## config.mk

```make
export PLATFORM = sky130hd
export DESIGN_NAME = column_line_code_ecc_codec_top
export DESIGN_NICKNAME = d
export VERILOG_FILES = /design/src/hdl/clc_pkg.sv /design/src/hdl/clc_pass.sv /design/src/hdl/column_line_code_ecc_codec_top.sv
export SDC_FILE = /design/constraint.sdc
export NUM_CORES = 1
export LEC_CHECK = 0
export BUFFER_PORTS_ARGS = -buffer_cell sky130_fd_sc_hd__buf_2
export CORE_AREA = 2 2 138 207
export DETAILED_ROUTE_END_ITERATION = 6
export DIE_AREA = 0 0 140 209
export PLACE_DENSITY = 0.78
export SLEW_MARGIN = 30
export SYNTH_ARGS = -nofsm -noshare
export SYNTH_HDL_FRONTEND = slang
export SYNTH_SLANG_ARGS = --single-unit
```

## constraint.sdc

```tcl
create_clock -name clk -period 5.8 [get_ports clk]
set_input_delay 0.29 -clock clk [delete_from_list [all_inputs] [get_ports clk]]
set_output_delay 0.29 -clock clk [all_outputs]
set_load 0.01 [all_outputs]
```

## src/hdl/clc_pkg.sv

```systemverilog
package clc_pkg;

  localparam int unsigned NumRows     = 5;
  localparam int unsigned NumDataRows = 4;
  localparam int unsigned RowW        = 8;
  localparam int unsigned SynW        = 3;
  localparam int unsigned DataW       = 16;
  localparam int unsigned CodeW       = NumRows * RowW;

  localparam logic CmdEncode = 1'b0;
  localparam logic CmdDecode = 1'b1;

  typedef logic [RowW-1:0] row_t;
  typedef logic [SynW-1:0] syn_t;

  // row 0 sits in the top byte, same order as the codeword
  typedef struct packed {
    logic                    enc;
    logic [0:NumRows-1][RowW-1:0] rows;
  } word_t;

  // what one correction pass learns from the rows before touching them
  typedef struct packed {
    word_t                        word;
    logic [0:NumDataRows-1][SynW-1:0] syn;
    logic [0:NumDataRows-1]       par;
    row_t                         col;
    logic                         one_bad;
  } scan_t;

  function automatic row_t encode_row(input logic [3:0] nib);
    logic c3;
    logic c2;
    logic c1;
    c3 = nib[3] ^ nib[2] ^ nib[0];
    c2 = nib[3] ^ nib[1] ^ nib[0];
    c1 = nib[2] ^ nib[1] ^ nib[0];
    return {nib, c3, c2, c1, ^{nib, c3, c2, c1}};
  endfunction

  function automatic syn_t row_syn(input row_t r);
    logic s0;
    logic s1;
    logic s2;
    s0 = r[7] ^ r[6] ^ r[4] ^ r[3];
    s1 = r[7] ^ r[5] ^ r[4] ^ r[2];
    s2 = r[6] ^ r[5] ^ r[4] ^ r[1];
    return {s2, s1, s0};
  endfunction

  // hamming single-error position for a row syndrome
  function automatic row_t single_bit(input syn_t s);
    row_t m;
    case (s)
      3'b001:  m = 8'h08;
      3'b010:  m = 8'h04;
      3'b100:  m = 8'h02;
      3'b111:  m = 8'h10;
      3'b110:  m = 8'h20;
      3'b101:  m = 8'h40;
      3'b011:  m = 8'h80;
      default: m = 8'h00;
    endcase
    return m;
  endfunction

endpackage

```

## src/hdl/clc_pass.sv

```systemverilog
module clc_pass (
  input  logic           clk,
  input  logic           rst_n,
  input  logic           in_valid,
  output logic           in_ready,
  input  clc_pkg::word_t in_word,
  output logic           out_valid,
  input  logic           out_ready,
  output clc_pkg::word_t out_word
);

  logic            scan_valid_r;
  clc_pkg::scan_t  scan_r;
  clc_pkg::scan_t  scan_nxt;
  logic            fix_valid_r;
  clc_pkg::word_t  fix_r;
  clc_pkg::word_t  fix_nxt;
  logic            fix_ready;
  logic            scan_ready;

  assign fix_ready  = !fix_valid_r || out_ready;
  assign scan_ready = !scan_valid_r || fix_ready;
  assign in_ready   = scan_ready;
  assign out_valid  = fix_valid_r;
  assign out_word   = fix_r;

  // first half: column syndrome, row syndromes, parity, single-bad-row flag
  always_comb begin
    logic [clc_pkg::NumRows-1:0] bad;
    clc_pkg::syn_t               s;
    scan_nxt      = '0;
    scan_nxt.word = in_word;
    bad           = '0;
    for (int i = 0; i < clc_pkg::NumRows; i++) begin
      scan_nxt.col = scan_nxt.col ^ in_word.rows[i];
      s            = clc_pkg::row_syn(in_word.rows[i]);
      bad[i]       = (s != '0) || (^in_word.rows[i]);
      if (i < clc_pkg::NumDataRows) begin
        scan_nxt.syn[i] = s;
        scan_nxt.par[i] = ^in_word.rows[i];
      end
    end
    scan_nxt.one_bad = (bad != '0) && ((bad & (bad - 1'b1)) == '0);
  end

  // second half: apply the corrections to the data rows of decode words, row 4 untouched; encode words pass through
  always_comb begin
    logic          syn_nz;
    logic          p;
    clc_pkg::row_t mask;
    fix_nxt = scan_r.word;
    for (int i = 0; i < clc_pkg::NumDataRows; i++) begin
      syn_nz = (scan_r.syn[i] != '0);
      p      = scan_r.par[i];
      if (scan_r.one_bad && syn_nz) begin
        mask = scan_r.col;
      end else if (p && !syn_nz) begin
        mask = scan_r.col;
      end else if (syn_nz && !p) begin
        mask = scan_r.col;
      end else if (syn_nz) begin
        mask = clc_pkg::single_bit(scan_r.syn[i]);
      end else begin
        mask = '0;
      end
      if (!scan_r.word.enc) begin
        fix_nxt.rows[i] = scan_r.word.rows[i] ^ mask;
      end
    end
  end

  always_ff @(posedge clk) begin
    if (!rst_n) begin
      scan_valid_r <= 1'b0;
      fix_valid_r  <= 1'b0;
    end else begin
      if (scan_ready) begin
        scan_valid_r <= in_valid;
      end
      if (fix_ready) begin
        fix_valid_r <= scan_valid_r;
      end
    end
  end

  always_ff @(posedge clk) begin
    if (scan_ready && in_valid) begin
      scan_r <= scan_nxt;
    end
    if (fix_ready && scan_valid_r) begin
      fix_r <= fix_nxt;
    end
  end

endmodule

```

## src/hdl/column_line_code_ecc_codec_top.sv

```systemverilog
// column line code ecc codec for a 16-bit word
//
// input channel: in_valid / in_stall with in_cmd, in_data_in and in_codeword_in.
// in_cmd low encodes in_data_in into a 40-bit codeword (four hamming rows plus a
// column parity row); in_cmd high decodes in_codeword_in with two correction
// passes and returns the corrected 16-bit word.
// result channel: out_valid / out_stall with out_data_out and out_codeword_out;
// the field that the command does not produce reads as zero.
//
// pipeline: input register, two stages per correction pass, output register.
// a transfer passes through each of these in order before it shows on out_valid.
// throughput is one item per cycle while out_stall is low; every stage advances
// when it is empty or the stage after it moves, so bubbles close up under a stall.
// when the receiver holds out_stall the pipeline fills, then in_stall rises;
// nothing is dropped or repeated and the held result stays on the ports.
// reset (synchronous, rst_n low) empties every stage; payload is not cleared.
module column_line_code_ecc_codec_top (
  input  logic                        clk,
  input  logic                        rst_n,
  input  logic                        in_valid,
  output logic                        in_stall,
  input  logic                        in_cmd,
  input  logic [clc_pkg::DataW-1:0]   in_data_in,
  input  logic [clc_pkg::CodeW-1:0]   in_codeword_in,
  output logic                        out_valid,
  input  logic                        out_stall,
  output logic [clc_pkg::DataW-1:0]   out_data_out,
  output logic [clc_pkg::CodeW-1:0]   out_codeword_out
);

  logic                      s1_valid_r;
  clc_pkg::word_t            s1_r;
  clc_pkg::word_t            s1_nxt;
  logic                      s1_ready;

  logic                      p1_in_ready;
  logic                      p1_out_valid;
  clc_pkg::word_t            p1_out_word;
  logic                      p2_in_ready;
  logic                      p2_out_valid;
  clc_pkg::word_t            p2_out_word;

  logic                      out_valid_r;
  logic                      out_ready;
  logic [clc_pkg::DataW-1:0] data_out_r;
  logic [clc_pkg::DataW-1:0] data_out_nxt;
  logic [clc_pkg::CodeW-1:0] codeword_out_r;
  logic [clc_pkg::CodeW-1:0] codeword_out_nxt;

  assign s1_ready = !s1_valid_r || p1_in_ready;
  assign in_stall = !s1_ready;

  // encode is cheap enough to finish in the input stage
  always_comb begin
    s1_nxt     = '0;
    s1_nxt.enc = (in_cmd == clc_pkg::CmdEncode);
    if (in_cmd == clc_pkg::CmdEncode) begin
      for (int i = 0; i < clc_pkg::NumDataRows; i++) begin
        s1_nxt.rows[i] = clc_pkg::encode_row(
          in_data_in[clc_pkg::DataW-1-4*i -: 4]);
        s1_nxt.rows[clc_pkg::NumDataRows] = s1_nxt.rows[clc_pkg::NumDataRows] ^
                                            s1_nxt.rows[i];
      end
    end else begin
      s1_nxt.rows = in_codeword_in;
    end
  end

  always_ff @(posedge clk) begin
    if (!rst_n) begin
      s1_valid_r <= 1'b0;
    end else if (s1_ready) begin
      s1_valid_r <= in_valid;
    end
  end

  always_ff @(posedge clk) begin
    if (s1_ready && in_valid) begin
      s1_r <= s1_nxt;
    end
  end

  clc_pass u_pass1 (
    .clk       (clk),
    .rst_n     (rst_n),
    .in_valid  (s1_valid_r),
    .in_ready  (p1_in_ready),
    .in_word   (s1_r),
    .out_valid (p1_out_valid),
    .out_ready (p2_in_ready),
    .out_word  (p1_out_word)
  );

  clc_pass u_pass2 (
    .clk       (clk),
    .rst_n     (rst_n),
    .in_valid  (p1_out_valid),
    .in_ready  (p2_in_ready),
    .in_word   (p1_out_word),
    .out_valid (p2_out_valid),
    .out_ready (out_ready),
    .out_word  (p2_out_word)
  );

  assign out_ready = !out_valid_r || !out_stall;

  always_comb begin
    data_out_nxt     = '0;
    codeword_out_nxt = '0;
    if (p2_out_word.enc) begin
      codeword_out_nxt = p2_out_word.rows;
    end else begin
      for (int i = 0; i < clc_pkg::NumDataRows; i++) begin
        data_out_nxt[clc_pkg::DataW-1-4*i -: 4] = p2_out_word.rows[i][7:4];
      end
    end
  end

  always_ff @(posedge clk) begin
    if (!rst_n) begin
      out_valid_r <= 1'b0;
    end else if (out_ready) begin
      out_valid_r <= p2_out_valid;
    end
  end

  always_ff @(posedge clk) begin
    if (out_ready && p2_out_valid) begin
      data_out_r     <= data_out_nxt;
      codeword_out_r <= codeword_out_nxt;
    end
  end

  assign out_valid        = out_valid_r;
  assign out_data_out     = data_out_r;
  assign out_codeword_out = codeword_out_r;

  // only one of the two result fields is ever in use
  assert property (@(posedge clk) disable iff (!rst_n)
    out_valid_r |-> (codeword_out_r == '0 || data_out_r == '0))
    else $error("both result fields nonzero");

  // the column parity row makes every emitted codeword xor to zero
  assert property (@(posedge clk) disable iff (!rst_n)
    out_valid_r |-> ((codeword_out_r[39:32] ^ codeword_out_r[31:24] ^
                      codeword_out_r[23:16] ^ codeword_out_r[15:8] ^
                      codeword_out_r[7:0]) == 8'h00))
    else $error("codeword column parity broken");

  // input back-pressure only when the first stage holds an item
  assert property (@(posedge clk) disable iff (!rst_n)
    in_stall |-> s1_valid_r)
    else $error("input stalled with empty first stage");

  // a held result is not overwritten while the receiver stalls
  assert property (@(posedge clk) disable iff (!rst_n)
    (out_valid_r && out_stall) |=> (out_valid_r && $stable(codeword_out_r) &&
                                    $stable(data_out_r)))
    else $error("stalled result changed");

  assert property (@(posedge clk)
    !rst_n |=> (!out_valid_r && !s1_valid_r))
    else $error("pipeline not empty after reset");

endmodule
```

After elaboration in Yosys (flattened, before gate mapping)
Cells that the tools add are included.
W data, S select, Z words.
{"block": "op_classes", "add_sub_neg": 2, "n_eq_ne": 56, "muxes": 49, "bitwise_logic": 136, "reduce_logical": 108}
{"operator": "$pmux W8 S7", "n": 8}
{"operator": "$mux W8", "n": 40}
{"operator": "$xor A8 B8 Y8", "n": 19}
{"operator": "$xor A1 B1 Y1", "n": 114}
{"operator": "$eq A3 B3 Y1 const B", "n": 32}
{"operator": "$reduce_xor A8 Y1", "n": 10}
{"operator": "$reduce_bool A3 Y1", "n": 18}
{"operator": "$eq A3 B2 Y1 const B", "n": 16}
{"operator": "$mux W40", "n": 1}
{"operator": "$logic_and A1 B1 Y1", "n": 32}
{"operator": "$reduce_xor A7 Y1", "n": 4}
{"operator": "$eq A3 B1 Y1 const B", "n": 8}
{"operator": "$logic_not A1 Y1", "n": 24}
{"operator": "$logic_or A1 B1 Y1", "n": 16}
{"operator": "$and A5 B5 Y5", "n": 2}
{"operator": "$logic_not A5 Y1", "n": 2}
{"operator": "$reduce_bool A5 Y1", "n": 2}
{"operator": "$sub A5 B1 Y5 const B", "n": 2}
{"operator": "$not A1 Y1", "n": 1}
{"block": "totals", "regBits": 317, "in_bits": 61, "output_inout_bits": 58, "elab_cells": 403}

Depth between registers and ports, before layout
{"block": "logic_depth", "depth_word": 9, "depth_mapped": 6, "ltp_nobuf": 6}

Modules after synthesis
From an unflattened synthesis, not the netlist that was laid out.
{"block": "hier_totals", "cells_unflattened": 1075, "area_unflattened_um2": 14879.3}
{"mod": "clc_pass", "instances": 2, "cells_per_inst": 398, "area_each_um2": 5300.1}
{"mod": "column_line_code_ecc_codec_top", "instances": 1, "cells_per_inst": 279, "area_each_um2": 4279.1}

Worst setup path before layout
No wires, ideal clock.
{"block": "synth_path", "path_kind": "reg2reg", "startpoint": "register out_valid_r, in the netlist out_valid", "endpoint": "register u_pass1.scan_r, in the netlist u_pass1.fix_nxt[0], enable pin", "setup_time_ns": 0.591, "arrival_time_ns": 5.572, "slack_ns": -0.363, "path_stages_with_launch": 4, "cell_sequence": "dfxtp_1 > and3_1 > and3_1 > a21boi_0"}
{"block": "synth_between", "elab_chain_cells": 7}
{"element": "start: declaration", "line_no": "column_line_code_ecc_codec_top.sv:43", "text": "logic out_valid_r;"}
{"element": "start signal: assignment", "line_no": "column_line_code_ecc_codec_top.sv:123", "text": "out_valid_r <= p2_out_valid;"}
{"element": "$logic_not A1 Y1", "line_no": "column_line_code_ecc_codec_top.sv:105", "text": "assign out_ready = !out_valid_r || !out_stall;"}
{"element": "$logic_or A1 B1 Y1", "line_no": "column_line_code_ecc_codec_top.sv:105"}
{"element": "$logic_or A1 B1 Y1", "line_no": "clc_pass.sv:21", "text": "assign fix_ready = !fix_valid_r || out_ready;"}
{"element": "$logic_or A1 B1 Y1", "line_no": "clc_pass.sv:22", "text": "assign scan_ready = !scan_valid_r || fix_ready;"}
{"element": "$logic_or A1 B1 Y1", "line_no": "clc_pass.sv:21"}
{"element": "$logic_or A1 B1 Y1", "line_no": "clc_pass.sv:22"}
{"element": "$logic_and A1 B1 Y1", "line_no": "clc_pass.sv:87", "text": "if (scan_ready && in_valid) begin"}
{"element": "end signal: assignment", "line_no": "clc_pass.sv:88", "text": "scan_r <= scan_nxt;"}
{"element": "end: declaration", "line_no": "clc_pass.sv:13", "text": "clc_pkg::scan_t scan_r;"}
Every way passes these cells.
A chain may end at the register's enable or synchronous reset.

Worst setup path after layout
{"block": "layout_path", "startpoint": "register out_valid_r, in the netlist out_valid", "endpoint": "output port in_stall"}
{"block": "layout_between", "elab_chain_cells": 8}
{"element": "$logic_not A1 Y1", "line_no": "column_line_code_ecc_codec_top.sv:105"}
{"element": "$logic_or A1 B1 Y1", "line_no": "column_line_code_ecc_codec_top.sv:105"}
{"element": "$logic_or A1 B1 Y1", "line_no": "clc_pass.sv:21"}
{"element": "$logic_or A1 B1 Y1", "line_no": "clc_pass.sv:22"}
{"element": "$logic_or A1 B1 Y1", "line_no": "clc_pass.sv:21"}
{"element": "$logic_or A1 B1 Y1", "line_no": "clc_pass.sv:22"}
{"element": "$logic_or A1 B1 Y1", "line_no": "column_line_code_ecc_codec_top.sv:50", "text": "assign s1_ready = !s1_valid_r || p1_in_ready;"}
{"element": "$logic_not A1 Y1", "line_no": "column_line_code_ecc_codec_top.sv:51", "text": "assign in_stall = !s1_ready;"}
{"element": "end: declaration", "line_no": "column_line_code_ecc_codec_top.sv:21", "text": "output logic in_stall,"}
Every way passes these cells.

==> out/metrics.yaml <==
setup_path:
  path_cells: "and3_1 -> and3_1 -> and3_1 -> buf_2"
  path_buf_inv: 1
  worstPathArrival_ps: 2180
  cp.required_ps: 5510
  path_common_cell: "and3_1"
  max_stage_delay_ps: 400
  slowest_stage: "dfxtp_1"
  crit_path_max_fanout: 5
  crit-reg2reg-launch: "s1_r[12]$_DFFE_PP_"
  critical-path-top-delay-family: "simple AND/OR/NAND/NOR gates"
  startpoint_type: "register"
  cp-startpoint: "out_valid$_SDFFE_PN0P_"
  worstSetupPathType: "register to output pin"
  end_kind: "output pin"
outcome:
  violations: "design-rule violations"
  run_status: "finished, violations left"
synth:
  yosys.area.top_type: "edfxtp_1"
  yosysMostFrequentCell: "edfxtp_1"
  synth_seq_cells: 317
  syn-instance-count: 1066
  synth.top_cell.area_share: 0.637
  synth_area_leaders: "edfxtp_1 (64%), xnor2_1 (11%), xor2_1 (6.0%), a21oi_1 (2.5%), and2_1 (1.7%)"
  synth_top_cells_by_count: "edfxtp_1 (311), xnor2_1 (177), xor2_1 (101)"
  syn_area_um2: 14700
  ys_async_sr_fraction: 0
  synth_edf_count: 311
  yosys_warnings: 0
  ys_seq_area_frac: 0.645
  synthFlopType: "edfxtp_1"
  syn_avg_cell_area_um2: 13.7
  synth.distinct_cells: 40
  synth_nets: 1127
clocking:
  clk_pin_slew_ps: 60
  cts_hold_buf: 7
  post_cts_resized: 0
  htreeDepth: 1
  cts_setup_buffers: 0
  cts_sinks: 317
  clk_latency_ps: 550
  cts_inserted_buffers: 28
  cts_root_buf: "clkbuf_16"
  ctsLongestPathBuffers: 3
  cts_tree: "built"
sta:
  setup_tns_ps: 0
  final.setup.worst_slack_ps: 3330
  setup-violations-final: 0
  skew_ps: 11.0
  worstMarginPinSlew_ps: 822
  finalCritPeriodShare: 0.425
  rsz0062_at_grt: "no"
  fin_hold_ws_ps: 30.8
  max_freq_mhz: 405
  hold_viol_final: 0
  fin_crit_ps: 2470
  maxSlewViolCount: 0
  relSlewSlack: 0.452
power:
  powerDensity_nw_per_um2: 312
  power.leakage_nw: 5.68
  ir_drop_mv: 0.212
floorplan:
  die_height_um: 209
  coreArea_um2: 27700
  die-area_um2: 29300
  start_util: 0.529
  fp.dieW_um: 140
  io_pins: 119
  num_rows: 75
route:
  vias_per_cell: 5.22
  remaining_drc_errors: 8
  drt_pre_antenna_iters: 7
  wl_per_cell_um: 16.6
  vias: 8125
  ant_nets: 0
  wl_um: 25900
  drt_iter0_drc: 246
placed_design:
  port_buffers: 118
  pre_cts_slack_ps: 3270
  dp_hpwl_um: 19500
  place.gp.congestion: 0.881
cells_and_area:
  multiInputGateArea_um2: 5080
  diodes: 0
  ff_latch_area_um2: 9460
  fin_nets: 1249
  fin_util: 0.604
  num-fill-cells: 2099
  area_growth_pct: 14.0
  layout-drive-gt1-share: 0.169
run:
  maxCapViolCount: 0
global_routing:
  grt_first_pass_wirelength_um: 41200
  antenna_found_initial: 0
  grt_overflow_total: 0
  grt_usage: 0.180
  grt_pass1_vias: 8044
  grt_max_degree: 67
min_path:
  hold_path.class: "primary input to register"
  hold_start: "in_codeword_in[26]"
## path summary, 6_finish.rpt
check | endpoint | slack [ps] | cells after the start
max | in_stall | 3330 | 4
min | s1_r[26]$_DFFE_PP_ | 30 | 3
max reg2reg | u_pass1.scan_r[0]$_DFFE_PP_ | 3550 | 5
min reg2reg | u_pass2.out_word[7]$_DFFE_PP_ | 420 | 0
## worst min-delay path, cell delays in order
cell and delay, ps:
buf_2 80, nand2_1 40, o21ai_0 60
## routing by layer
metal,up-vias,global-route usage,share of wire
li1,4072,-,-
met1,3745,0.181,0.35
met2,237,0.354,0.56
met3,71,0.0192,0.034
met4,0,0.101,0.057
met5,-,0,0
## area by class of cell
class / instances / area share
Timing Repair Buffer: 134 / 0.0474
Tap cell: 346 / 0.0259
Clock inverter: 14 / 0.0104
Multi-Input combinational cell: 704 / 0.304
Inverter: 3 / 0.000674
Sequential cell: 317 / 0.566
Clock buffer: 38 / 0.0454
## through the flow
stage | cell area [µm²] | power, mW | instances
floorplan | 14700 | 3.23 | 1066
global placement | 15600 | 3.37 | 1493
detailed placement | 15600 | 3.39 | 1494
CTS | 16600 | 5.26 | 1553
global route | 16700 | 5.42 | 1556
finish | 16700 | 5.22 | 1556
## cells by family (layout without fill, tap and decap cells)
family | Yosys count | after routing | synth area share
AOI/OAI and AO/OA | 128 | 128 | 0.0494
xor gates and xnor gates | 282 | 282 | 0.171
buffers and inverters | 45 | 189 | 0.0115
DFF | 317 | 317 | 0.645
muxes | 22 | 22 | 0.0168
and+or+nand+nor | 272 | 272 | 0.106
## sequential cells by signal, summed over array words and instances, names as in the netlist
signal / count
u_pass2.out_valid: 1
u_pass1.scan_valid_r: 1
u_pass1.out_valid: 1
out_codeword_out: 40
u_pass2.fix_nxt: 9
u_pass2.scan_r: 57
u_pass2.scan_valid_r: 1
s1_r: 41
u_pass2.out_word: 41
out_valid: 1
u_pass1.out_word: 41
out_data_out: 16
u_pass1.scan_r: 57
s1_valid_r: 1
u_pass1.fix_nxt: 9
## layout by cell type (no fill, tap or decap), drive strengths merged, types with 4 or more instances in the layout
| cell | synthesis | layout |
|---|---|---|
| mux2 | 21 | 21 |
| nor2b | 36 | 36 |
| buf | 4 | 127 |
| bufinv | 0 | 4 |
| nand3 | 7 | 7 |
| dlygate4sd3 | 0 | 7 |
| edfxtp | 311 | 311 |
| nand2 | 60 | 60 |
| o22a | 7 | 7 |
| nor3 | 32 | 32 |
| xnor2 | 178 | 178 |
| nand2b | 12 | 12 |
| and3 | 4 | 4 |
| nand4b | 19 | 19 |
| dfxtp | 6 | 6 |
| nor4b | 15 | 15 |
| nand4 | 10 | 10 |
| xor2 | 104 | 104 |
| clkinv | 0 | 8 |
| o21ai | 38 | 38 |
| and2 | 40 | 40 |
| nor2 | 20 | 20 |
| or3 | 10 | 10 |
| a21oi | 72 | 72 |
| clkbuf | 38 | 38 |
## report_power, final
group	total (mW)	internal (mW)	leakage [nW]	switching [mW]
Combinational	0.588	0.285	2.28	0.303
Clock	1.87	1.10	0.447	0.774
Sequential	2.76	2.64	2.96	0.120
Total	5.22	4.02	5.68	1.20
No activity file was read; power rests on OpenSTA's default activity.
